<file path="config.mk">
export PLATFORM = sky130hd
export DESIGN_NAME = apbt_cell
export DESIGN_NICKNAME = d
export VERILOG_FILES = /design/src/assert_macros.svh /design/src/apbt_pkg.sv /design/src/apbt_cell.sv
export SDC_FILE = /design/constraint.sdc
export NUM_CORES = 1
export LEC_CHECK = 0
export BUFFER_PORTS_ARGS = -buffer_cell sky130_fd_sc_hd__clkbuf_2
export CORE_ASPECT_RATIO = 2
export CORE_MARGIN = 4
export CORE_UTILIZATION = 40
export DETAILED_ROUTE_END_ITERATION = 6
export GPL_ROUTABILITY_DRIVEN = 0
export GPL_TIMING_DRIVEN = 0
export PLACE_DENSITY = 0.82
export SYNTH_ARGS = -nofsm -noshare
export SYNTH_HDL_FRONTEND = slang
export SYNTH_SLANG_ARGS = --single-unit
</file>
<file path="constraint.sdc">
create_clock -name aclk -period 0.8 [get_ports aclk]
set_clock_uncertainty 0.1 [all_clocks]
set_input_delay 0.16 -clock aclk [delete_from_list [all_inputs] [get_ports aclk]]
set_output_delay 0.16 -clock aclk [all_outputs]
set_load 0.05 [all_outputs]
</file>
<file path="src/assert_macros.svh">
// Assertion macros shared by the beacon table RTL.
`ifndef ASSERT_MACROS_SVH
`define ASSERT_MACROS_SVH
`ifndef ASSERT_OFF
// Checked property, disabled while reset is asserted (active low).
`define APBT_ASSERT(lbl, clk, rstn, prop) \
    lbl: assert property (@(posedge clk) disable iff (!rstn) prop) \
        else $error("%m: assertion failed");
// Checked property that also holds through reset.
`define APBT_ASSERT_ALWAYS(lbl, clk, prop) \
    lbl: assert property (@(posedge clk) prop) \
        else $error("%m: assertion failed");
`else
`define APBT_ASSERT(lbl, clk, rstn, prop)
`define APBT_ASSERT_ALWAYS(lbl, clk, prop)
`endif
`endif

</file>
<file path="src/apbt_pkg.sv">
// Types, constants and helper functions of the beacon table.
package apbt_pkg;

    // table geometry
    localparam int TABLE_DEPTH = 128;
    localparam int IDX_W       = $clog2(TABLE_DEPTH);
    localparam int CNT_W       = $clog2(TABLE_DEPTH + 1);
    localparam int COUNT_W     = 24;
    localparam int ADDR_W      = 48;

    // frame control decode values
    localparam logic [1:0] BEACON_TYPE    = 2'h0;
    localparam logic [3:0] BEACON_SUBTYPE = 4'h8;
    localparam logic [1:0] DATA_TYPE      = 2'h2;
    localparam int         FLAG_TO_DS     = 0;
    localparam int         FLAG_FROM_DS   = 1;

    // operation carried by one frame
    localparam logic [1:0] OP_NONE   = 2'd0;
    localparam logic [1:0] OP_BEACON = 2'd1;
    localparam logic [1:0] OP_DATA   = 2'd2;

    localparam logic [COUNT_W-1:0] COUNT_MAX = {COUNT_W{1'b1}};
    localparam logic [COUNT_W-1:0] COUNT_ONE = {{(COUNT_W-1){1'b0}}, 1'b1};

    typedef struct packed {
        logic [1:0]        frame_type;
        logic [3:0]        frame_subtype;
        logic [7:0]        frame_flags;
        logic [ADDR_W-1:0] bss_id;
        logic signed [7:0] signal_dbm;
    } in_word_t;

    typedef struct packed {
        logic               hit;
        logic               inserted;
        logic               dropped_full;
        logic [6:0]         entry_index;
        logic signed [7:0]  entry_power;
        logic [COUNT_W-1:0] beacon_total;
        logic [COUNT_W-1:0] data_total;
        logic [7:0]         entries_used;
    } out_word_t;

    // one table entry, held by one cell of the ring
    typedef struct packed {
        logic [ADDR_W-1:0]  bss_id;
        logic signed [7:0]  power;
        logic [COUNT_W-1:0] beacon_cnt;
        logic [COUNT_W-1:0] data_cnt;
    } entry_t;

    // frame under search
    typedef struct packed {
        logic [1:0]        op;
        logic [ADDR_W-1:0] bss_id;
        logic signed [7:0] power;
    } job_t;

    // match report from the head unit
    typedef struct packed {
        logic   hit;
        entry_t entry;
    } head_hit_t;

    function automatic logic [1:0] decode_op(input in_word_t w);
        logic [1:0] op;
        op = OP_NONE;
        if (w.frame_type == BEACON_TYPE && w.frame_subtype == BEACON_SUBTYPE) begin
            op = OP_BEACON;
        end else if (w.frame_type == DATA_TYPE && w.frame_flags[FLAG_FROM_DS] &&
                     !w.frame_flags[FLAG_TO_DS]) begin
            op = OP_DATA;
        end
        return op;
    endfunction

    function automatic logic [COUNT_W-1:0] sat_inc(input logic [COUNT_W-1:0] v);
        return (v == COUNT_MAX) ? COUNT_MAX : v + COUNT_ONE;
    endfunction

    // index reported modulo 2^7
    function automatic logic [6:0] idx_to_out(input logic [IDX_W-1:0] idx);
        logic [IDX_W+6:0] wide;
        wide = {7'd0, idx};
        return wide[6:0];
    endfunction

    // entry count reported modulo 2^8
    function automatic logic [7:0] cnt_to_out(input logic [CNT_W-1:0] cnt);
        logic [CNT_W+7:0] wide;
        wide = {8'd0, cnt};
        return wide[7:0];
    endfunction

endpackage

</file>
<file path="src/apbt_cell.sv">
// One cell of the entry ring: holds one table entry and passes it on.
module apbt_cell
    import apbt_pkg::*;
(
    input  logic   aclk,
    input  logic   shift_en,
    input  entry_t entry_in,
    output entry_t entry_q
);

    entry_t entry_reg;

    // take the neighbor's entry on every rotation step
    always_ff @(posedge aclk) begin
        if (shift_en) begin
            entry_reg <= entry_in;
        end
    end

    assign entry_q = entry_reg;

endmodule

</file>
After elaboration in Yosys (flattened, before gate mapping)
Index checks and enable logic that the tools add are counted.
Storage, ports and cells
  output and inout bits: 104
  flip-flop bits (word level): 104
  input bits: 106
  logic and storage cells: 4

Longest topological paths before layout
  word-level depth: 0
  depth in mapped cells: 0
  gate-level depth less buffers: 0

Worst setup path after synthesis
Ideal clock, no wire load.
  kind: register -> output
  start: register entry_reg (netlist bit entry_q[0])
  end: output port entry_q[0] (netlist bit)
  buffers on the path: 0
  setup slack: -0.061 ns
  cell stages (with the launch flop): 1
  data required time: 0.540 ns
  arrival time: 0.601 ns
  cell sequence: edfxtp_1
RTL lines
  start: declaration: RTL line apbt_cell.sv:11  | entry_t entry_reg;
  start signal: assignment: RTL line apbt_cell.sv:16  | entry_reg <= entry_in;
  end: declaration: RTL line apbt_cell.sv:8  | output entry_t entry_q
No word-level cell between the ends.

Final worst setup path
  start: register entry_reg (netlist bit entry_q[24])
  end: output port entry_q[24] (netlist bit)
No word-level cell between the ends.

==> metrics.txt <==
Post-CTS Setup Bufs 0; vias in the first global route 2633; max-cap violations 0; Clock Tree Root clkbuf_16; Critical Path, Cell by Cell buf_8; global-route usage over all layers 23.0%; RSZ-0062 raised after global routing true; WL/cell 22.0 um; Placement Cell Area 4320 um2; Cell Count Post-Placement 408; kind of critical path reg -> out; critical path data arrival time 0.96 ns; post-route cell area 6350 um2; dominant cells by area after synthesis edfxtp_1 (100%); H-Tree Depth 3; final hold violations 17; WHS -0.0868 ns; GR Overflow Total 0; syn_area_per_cell 30.0 um2; CP delay by family, top flip-flops; fin util 83.6%; Vias 2147; Syn-to-layout area delta 103%; syn nets 210; setup violators final 129; Syn Inst Count 104; Worst EP required 0.54 ns; Peak VDD IR 1.77 mV; CTS tree yes; Seq. cell area 3120 um2; antenna-violating nets left 0; CP max stage delay 0.44 ns; Setup TNS Final -38.89 ns; setup ws final -0.418 ns; Worst-path clk slew 0.07 ns; Core Region 7600 um2; Worst Setup End Kind output pin; status finished with violations; CP max FO 1; buffers and inverters on the worst path 1; IO Port Bufs 209; CP Launch Type flop; Post-Syn Area 3120 um2; largest net degree at the start of global routing 55; share of the synthesized area in the top cell type 100%; worst slew pin tran 0.285 ns; Final period util 152%; DIE AREA 9370 um2; HPWL after detailed placement 5830 um; count leader, synth edfxtp_1; Async SR Flop Fraction 0%; Pwr Density 2210 nW/um2; pre-CTS setup slack -0.742 ns; Filler Cells Inserted 343; final number of max-transition violations 0; top_reg_cell synth edfxtp_1; max reg flops 104; initial antenna violation count 1; post-synth cell types 1; Top Ports 210; CP max stage cell edfxtp_1; final non-filler cell total 479; Multi-In Gates 0; Fmax 821 MHz; Die H 133 um; Synth area leader edfxtp_1; Leak 2.78 nW; total CTS buffers 9; Yosys reg bits 104; Final Routed Wirelength 10500 um; EDFF count, synth 104; count of nets after finishing 485; global-route wire length before repair 15500 um; worst rel slew slack 81.0%; worst hold path type in -> reg; Pwr Total 14.0 mW; Seq/Total Area, Yosys 100%; footprint of the multi-input gates 0 um2; Initial Utilization 41.1%; DRC 0; Die X 70.5 um; failing checks negative hold slack, negative setup slack; proportion of layout cells with a drive suffix above 1 49.7%; top post-synthesis cells by count edfxtp_1 (104); drt via density 4.48; Pre-antenna DRT Iters 4; Initial DRC Count 121; Synth warnings 0; row cnt 45; clock sink total 104; Max clock buf depth 2; crit path time final 1.22 ns
-- layout by cell type (no fill, tap or decap) --
cell,synthesis,layout
clkinv_2,0,2
clkbuf_16,0,10
dlymetal6s4s_1,0,21
buf_8,0,47
dlygate4sd3_1,0,66
clkinv_1,0,1
clkbuf_8,0,57
clkbuf_1,0,1
diode_2,0,1
clkbuf_2,0,70
buf_16,0,2
clkinvlp_4,0,3
edfxtp_1,104,104
-- cells by family after synthesis --
logic type,synth area share (%)
flip-flops,100
-- path summary, 6_finish.rpt --
path / to / slack (ns) / depth (start not counted) / startpoint
max: entry_q[24] / -0.42 / 1 / entry_q[24]
min: entry_q[98] / -0.09 / 1 / entry_in[98]
-- repair_timing --
| item | 4_1_cts | 5_1_grt |
|---|---|---|
| setup endpoints to repair | 208 | 168 |
| hold buffers | 85 | 11 |
| cloned | 1 | 0 |
| resized for setup | 211 | 68 |
| pin swaps | 0 | 0 |
| hold endpoints to repair | 104 | 28 |
-- where the power goes --
part / total [mW] / internal, mW / switching (mW) / leakage (nW)
Combinational: 3.35 / 1.42 / 1.93 / 1.64
Sequential: 6.75 / 6.49 / 0.255 / 1.02
Clock: 3.91 / 2.09 / 1.83 / 0.122
Total: 14.0 / 10.0 / 4.01 / 2.78
-- per-layer routing --
layer | wire length (um) | GRT usage (%) | vias up | share of wire [%]
li1 | - | - | 974 | -
met1 | 3210 | 21.8 | 1045 | 30
met2 | 6330 | 43.3 | 112 | 60
met3 | 759 | 7.38 | 16 | 7.2
met4 | 241 | 10.2 | 0 | 2.3
met5 | 0 | 0 | - | 0
-- cell type report --
type	instances	share of cell area [%]
sequential	104	49.2
timing repair buffer	264	44.8
clock buffer	10	3.60
tap	94	1.85
clock inverter	6	0.571
antenna	1	0.0394
Note: power is estimated with default switching activity, not from simulation.
