==> src/assert_macros.svh <==
// Assertion macros shared by the beacon table RTL.
`ifndef ASSERT_MACROS_SVH
`define ASSERT_MACROS_SVH
`ifndef ASSERT_OFF
// Checked property, disabled while reset is asserted (active low).
`define APBT_ASSERT(lbl, clk, rstn, prop) \
    lbl: assert property (@(posedge clk) disable iff (!rstn) prop) \
        else $error("%m: assertion failed");
// Checked property that also holds through reset.
`define APBT_ASSERT_ALWAYS(lbl, clk, prop) \
    lbl: assert property (@(posedge clk) prop) \
        else $error("%m: assertion failed");
`else
`define APBT_ASSERT(lbl, clk, rstn, prop)
`define APBT_ASSERT_ALWAYS(lbl, clk, prop)
`endif
`endif

==> src/apbt_pkg.sv <==
// Types, constants and helper functions of the beacon table.
package apbt_pkg;

    // table geometry
    localparam int TABLE_DEPTH = 128;
    localparam int IDX_W       = $clog2(TABLE_DEPTH);
    localparam int CNT_W       = $clog2(TABLE_DEPTH + 1);
    localparam int COUNT_W     = 24;
    localparam int ADDR_W      = 48;

    // frame control decode values
    localparam logic [1:0] BEACON_TYPE    = 2'h0;
    localparam logic [3:0] BEACON_SUBTYPE = 4'h8;
    localparam logic [1:0] DATA_TYPE      = 2'h2;
    localparam int         FLAG_TO_DS     = 0;
    localparam int         FLAG_FROM_DS   = 1;

    // operation carried by one frame
    localparam logic [1:0] OP_NONE   = 2'd0;
    localparam logic [1:0] OP_BEACON = 2'd1;
    localparam logic [1:0] OP_DATA   = 2'd2;

    localparam logic [COUNT_W-1:0] COUNT_MAX = {COUNT_W{1'b1}};
    localparam logic [COUNT_W-1:0] COUNT_ONE = {{(COUNT_W-1){1'b0}}, 1'b1};

    typedef struct packed {
        logic [1:0]        frame_type;
        logic [3:0]        frame_subtype;
        logic [7:0]        frame_flags;
        logic [ADDR_W-1:0] bss_id;
        logic signed [7:0] signal_dbm;
    } in_word_t;

    typedef struct packed {
        logic               hit;
        logic               inserted;
        logic               dropped_full;
        logic [6:0]         entry_index;
        logic signed [7:0]  entry_power;
        logic [COUNT_W-1:0] beacon_total;
        logic [COUNT_W-1:0] data_total;
        logic [7:0]         entries_used;
    } out_word_t;

    // one table entry, held by one cell of the ring
    typedef struct packed {
        logic [ADDR_W-1:0]  bss_id;
        logic signed [7:0]  power;
        logic [COUNT_W-1:0] beacon_cnt;
        logic [COUNT_W-1:0] data_cnt;
    } entry_t;

    // frame under search
    typedef struct packed {
        logic [1:0]        op;
        logic [ADDR_W-1:0] bss_id;
        logic signed [7:0] power;
    } job_t;

    // match report from the head unit
    typedef struct packed {
        logic   hit;
        entry_t entry;
    } head_hit_t;

    function automatic logic [1:0] decode_op(input in_word_t w);
        logic [1:0] op;
        op = OP_NONE;
        if (w.frame_type == BEACON_TYPE && w.frame_subtype == BEACON_SUBTYPE) begin
            op = OP_BEACON;
        end else if (w.frame_type == DATA_TYPE && w.frame_flags[FLAG_FROM_DS] &&
                     !w.frame_flags[FLAG_TO_DS]) begin
            op = OP_DATA;
        end
        return op;
    endfunction

    function automatic logic [COUNT_W-1:0] sat_inc(input logic [COUNT_W-1:0] v);
        return (v == COUNT_MAX) ? COUNT_MAX : v + COUNT_ONE;
    endfunction

    // index reported modulo 2^7
    function automatic logic [6:0] idx_to_out(input logic [IDX_W-1:0] idx);
        logic [IDX_W+6:0] wide;
        wide = {7'd0, idx};
        return wide[6:0];
    endfunction

    // entry count reported modulo 2^8
    function automatic logic [7:0] cnt_to_out(input logic [CNT_W-1:0] cnt);
        logic [CNT_W+7:0] wide;
        wide = {8'd0, cnt};
        return wide[7:0];
    endfunction

endpackage

==> src/apbt_head.sv <==
// Compare and update unit at the head of the entry ring.
module apbt_head
    import apbt_pkg::*;
(
    input  job_t             job,
    input  logic [IDX_W-1:0] step,
    input  logic [CNT_W-1:0] count,
    input  entry_t           entry_in,
    output entry_t           entry_out,
    output head_hit_t        hit_info
);

    logic   slot_used;
    logic   match;
    logic   ins_slot;
    entry_t upd;

    always_comb begin
        // entry at the head has original index = step
        slot_used = CNT_W'(step) < count;
        match     = slot_used && (job.op != OP_NONE) && (entry_in.bss_id == job.bss_id);
        // a beacon writes its candidate entry at the first free slot;
        // it only becomes valid if the count is bumped at the end
        ins_slot  = (job.op == OP_BEACON) && (CNT_W'(step) == count);

        upd = entry_in;
        if (match) begin
            upd.power = job.power;
            if (job.op == OP_BEACON) begin
                upd.beacon_cnt = sat_inc(entry_in.beacon_cnt);
            end else begin
                upd.data_cnt = sat_inc(entry_in.data_cnt);
            end
        end
        if (ins_slot) begin
            upd.bss_id     = job.bss_id;
            upd.power      = job.power;
            upd.beacon_cnt = COUNT_ONE;
            upd.data_cnt   = '0;
        end
    end

    assign entry_out      = upd;
    assign hit_info.hit   = match;
    assign hit_info.entry = upd;

endmodule

==> config.mk <==
export PLATFORM = sky130hd
export DESIGN_NAME = apbt_head
export DESIGN_NICKNAME = d
export VERILOG_FILES = /design/src/assert_macros.svh /design/src/apbt_pkg.sv /design/src/apbt_head.sv
export SDC_FILE = /design/constraint.sdc
export NUM_CORES = 1
export LEC_CHECK = 0
export BUFFER_PORTS_ARGS = -buffer_cell sky130_fd_sc_hd__buf_4
export CAP_MARGIN = 20
export CORE_AREA = 5 5 148 150
export DETAILED_ROUTE_END_ITERATION = 10
export DIE_AREA = 0 0 153 155
export SLEW_MARGIN = 0
export SYNTH_ARGS = -nofsm -noshare
export SYNTH_HDL_FRONTEND = slang
export SYNTH_SLANG_ARGS = --single-unit
==> constraint.sdc <==
create_clock -name vclk -period 2.7
set_clock_uncertainty 0.05 [all_clocks]
set_input_delay 0.405 -clock vclk [all_inputs]
set_output_delay 0.405 -clock vclk [all_outputs]
set_load 0.02 [all_outputs]
=== Word level (Yosys, flattened, before mapping) ===
Cells that the tools add are included.

* Add/subtract/negate cells: 2
* Multipliers: 0
* Div/mod/pow operators: 0
* Order comparisons: 1
* Equality and inequality tests: 5
* Shift-type cells: 0
* Muxes and demuxes: 6
* Bitwise operators: 0
* Reduce and logical (&&, ||, !) cells: 4

{| class="wikitable"
|+ Operators with widths
! operator !! count
|-
| two-way mux 104 bit || 1
|-
| two-way mux 24 bit || 4
|-
| two-way mux 56 bit || 1
|-
| adder 24 x 1 -> 24 bit (second input constant) || 2
|-
| equality test 24 bit (second input constant) || 2
|-
| equality test 48 bit || 1
|-
| equality test 7 x 8 -> 1 bit || 1
|-
| less-than comparator 7 x 8 -> 1 bit || 1
|-
| logical AND 1 bit || 3
|-
| equality test 2 x 1 -> 1 bit (second input constant) || 1
|-
| nonzero test 2 bit || 1
|}

* Bits in registers: 0
* Latch bits: 0
* RAM bits: 0
* ROM bits: 0
* Input bits: 177
* Memories kept: 0

=== Depth between registers and ports, before layout ===
* Word-level depth: 5
* Depth in mapped cells: 12
* Mapped depth without buffers: 9

=== Least setup slack after synthesis ===
Ideal clock, no wire load.

* Kind: in2out
* Start: input count[5]
* End: output hit_info[7] (netlist bit)
* Data arrival time: 2725 ps
* Data required time: 2245 ps
* Setup slack: -480 ps
* Cell stages on the path: 11
* Path through: inv_1 > ha_1 > a21oi_1 > nor3b_1 > nor4_1 > nand4_1 > nor2_2 > buf_2 > a31oi_1 > a311oi_1 > buf_4

{| class="wikitable"
|+ RTL lines
! what !! RTL line !! RTL
|-
| start: declaration || apbt_head.sv:7 || <nowiki>input logic [CNT_W-1:0] count,</nowiki>
|-
| end: declaration || apbt_head.sv:10 || <nowiki>output head_hit_t hit_info</nowiki>
|}

==> key figures <==
Final layout
  • Register area: 0 um^2
  • Seq cells: 0
  • Cell Count, Final, Fillers Out: 1,148
  • Multi-input logic area: 0.00372 mm^2
  • Share of layout cells above drive strength 1: 75.1%
  • Synthesis-to-finish area growth: 124%
  • # clk buffers: 0
  • Layout fillers: 2,071
  • Layout Nets: 1,060

STA
  • Period utilization: 113%
  • Fin. max-slew vios: 0
  • RSZ-0062 raised after global routing: true
  • Worst Max-Slew Pin Slew: 0.521 ns
  • Setup ws final: -0.359 ns
  • Relative slew slack: 65.0%
  • Fmax: 327 MHz
  • Hold Worst Slack: 1.09 ns
  • Final hold vios: 0
  • Count of final setup violators: 112
  • Min Tclk post-route: 3.06 ns

Logic synthesis
  • Mean cell area of the mapped netlist: 7.23 um^2
  • Largest cells by area after synthesis: buf_4 (22%), mux2_2 (17%), xnor2_1 (11%)
  • Seq/Total Area, Yosys: 0%
  • Largest area contributor in the synthesized netlist: buf_4
  • Distinct cells, synth: 44
  • Synthesized Nets: 704
  • Top-count cell post-synth: buf_4
  • Warnings, synthesis: 0
  • Post-synth top area share: 21.7%
  • Mapped Cells: 518
  • Synth top cells by count: buf_4 (108), mux2_2 (56), xnor2_1 (47), a21oi_1 (32), nor2_1 (31)
  • Mapped Area: 0.00374 mm^2

Power
  • VDD IR max: 0.0000877 V
  • Leakage power: 3.92 nW
  • Power per cell area: 143 mW/mm^2

Clock tree
  • Hold_buf cts: 0

Critical path
  • Worst path cell trace: buf_4 > xnor2_1 > nand4_1 > nor4_2 > buf_4 > nand4_1 > nor2_4 > buf_12 > buf_4 > buf_8 > a21oi_2 > a311oi_2 > buf_4
  • Crit-path slowest cell: a311oi_2
  • CP Capture Type: output pin
  • CP required: 2.25 ns
  • Max FO, Critical Path: 8
  • Crit path largest cell delay: 0.30 ns
  • Worst path most repeated cell: buf_4
  • WP data arrival: 2.60 ns
  • Setup Crit Path Kind: input pin to output pin
  • Worst Setup Start Kind: input pin

Place
  • RD Place Congestion: 0.958
  • Place WS: -0.580 ns
  • HPWL Detailed: 19.2 mm
  • # port buffers: 386
  • Placed cells: 1,125

Routing
  • Wire per inst: 20.0 um
  • Drt pass-1 iters: 7
  • Wirelength, routed: 22.9 mm
  • Final ANT Viol Nets: 0
  • Total number of vias: 5,358
  • Drt first-iter violations: 187
  • Via/cell ratio: 4.67
  • Drc violations: 0

GRT
  • GRT overflow: 0
  • Global route hottest layer: met2
  • Global-route wire length before repair: 32.7 mm
  • Met2 GRT Util: 33.2%
  • Gr usage total: 17.1%
  • Largest net degree at the start of global routing: 23
  • Initial antenna violation count: 1
  • Vias in the first global route: 5,596
  • Met3 global-route usage: 4.59%
  • GR Util met1: 18.7%

Floorplan
  • Die Area: 0.0237 mm^2
  • Die height: 155 um
  • Row count: 53
  • Die width: 153 um
  • Initial cell density of the core: 18.2%
  • # IOs: 386
  • Core ar.: 0.0206 mm^2

Job
  • Max-cap violations: 0

Outcome
  • Outcome: finished with violations
  • Failing checks: negative setup slack

Min path
  • Min-delay worst type: input pin to output pin
[area by class of cell]
| class | count | share of cell area, % |
|---|---|---|
| Timing Repair Buffer | 485 | 51.0 |
| Inverter | 10 | 0.536 |
| Multi-Input combinational cell | 377 | 44.3 |
| Tap cell | 275 | 4.09 |
| Antenna cell | 1 | 0.0298 |
[stage by stage]
| stage | utilization [%] | total power (W) | area, um^2 | TNS, ns |
|---|---|---|---|---|
| 5_1_grt | 40.9 | 0.00127 | 8410 | -45.20 |
| 3_3_place_gp | 34.2 | 0.00105 | 7030 | -58.52 |
| 2_1_floorplan | - | 0.000577 | 4070 | -5.64 |
| 4_1_cts | 37.6 | 0.00112 | 7720 | -31.77 |
| 3_5_place_dp | 34.2 | 0.00106 | 7030 | -57.79 |
| 6_report | 40.9 | 0.00120 | 8410 | -29.94 |
[routing by layer]
layer / up-vias / wire length (um)
li1: 2529 / -
met2: 264 / 12200
met1: 2543 / 8330
met3: 22 / 1940
met4: 0 / 476
met5: - / 0
[report_power, final]
part / switching, W / internal, W / leakage, nW
Combinational: 0.000582 / 0.000618 / 3.92
Sequential: 0 / 0 / 0
Clock: 0 / 0.0000000000495 / 0.00000634
Total: 0.000582 / 0.000618 / 3.92
[cell usage in the layout, fill, tap and decap left out, types with 7 or more instances in the layout]
master    instances
a41o_1            8
nor2_2            8
buf_4           365
buf_12           10
inv_1             7
a311oi_2          8
xnor2_2          14
and4_1            7
a21oi_2          11
nand3_1          12
and3_1           17
nand4_1          17
nand2_1          24
mux2_4           50
buf_6            98
a21oi_1          18
nor2_1           22
nor3_1            7
xnor2_1          32
a211oi_2         18
[cells by family after synthesis]
group,count (synthesis),share of synthesized area [%]
fa+ha+maj,9,3.01
buf+inv,141,25.3
xor+xnor,48,11.2
compound gates,103,19.1
mux,56,16.8
simple gates,161,24.5
[critical path, delay by kind of cell]
kind / cells / cell delay, ns
AO/OA/AOI/OAI: 2 / 0.35
XOR/XNOR: 1 / 0.17
buffers and inverters: 6 / 0.87
AND/OR/NAND/NOR: 4 / 0.79
[worst paths after layout]
kind / startpoint / end / slack, ns / cells past startpoint
setup / recovery: job[9] / entry_out[45] / -0.36 / 13
hold / removal: entry_in[2] / hit_info[2] / 1.09 / 3
[timing repair]
| item | in CTS | in global routing |
|---|---|---|
| setup buffers | 12 | 6 |
| pin swaps | 39 | 33 |
| gates cloned | 3 | 4 |
| hold endpoints to repair | 0 | 0 |
| endpoints found under the setup margin | 205 | 139 |
| gates resized for setup | 103 | 135 |
Note: power is estimated with default switching activity, not from simulation.
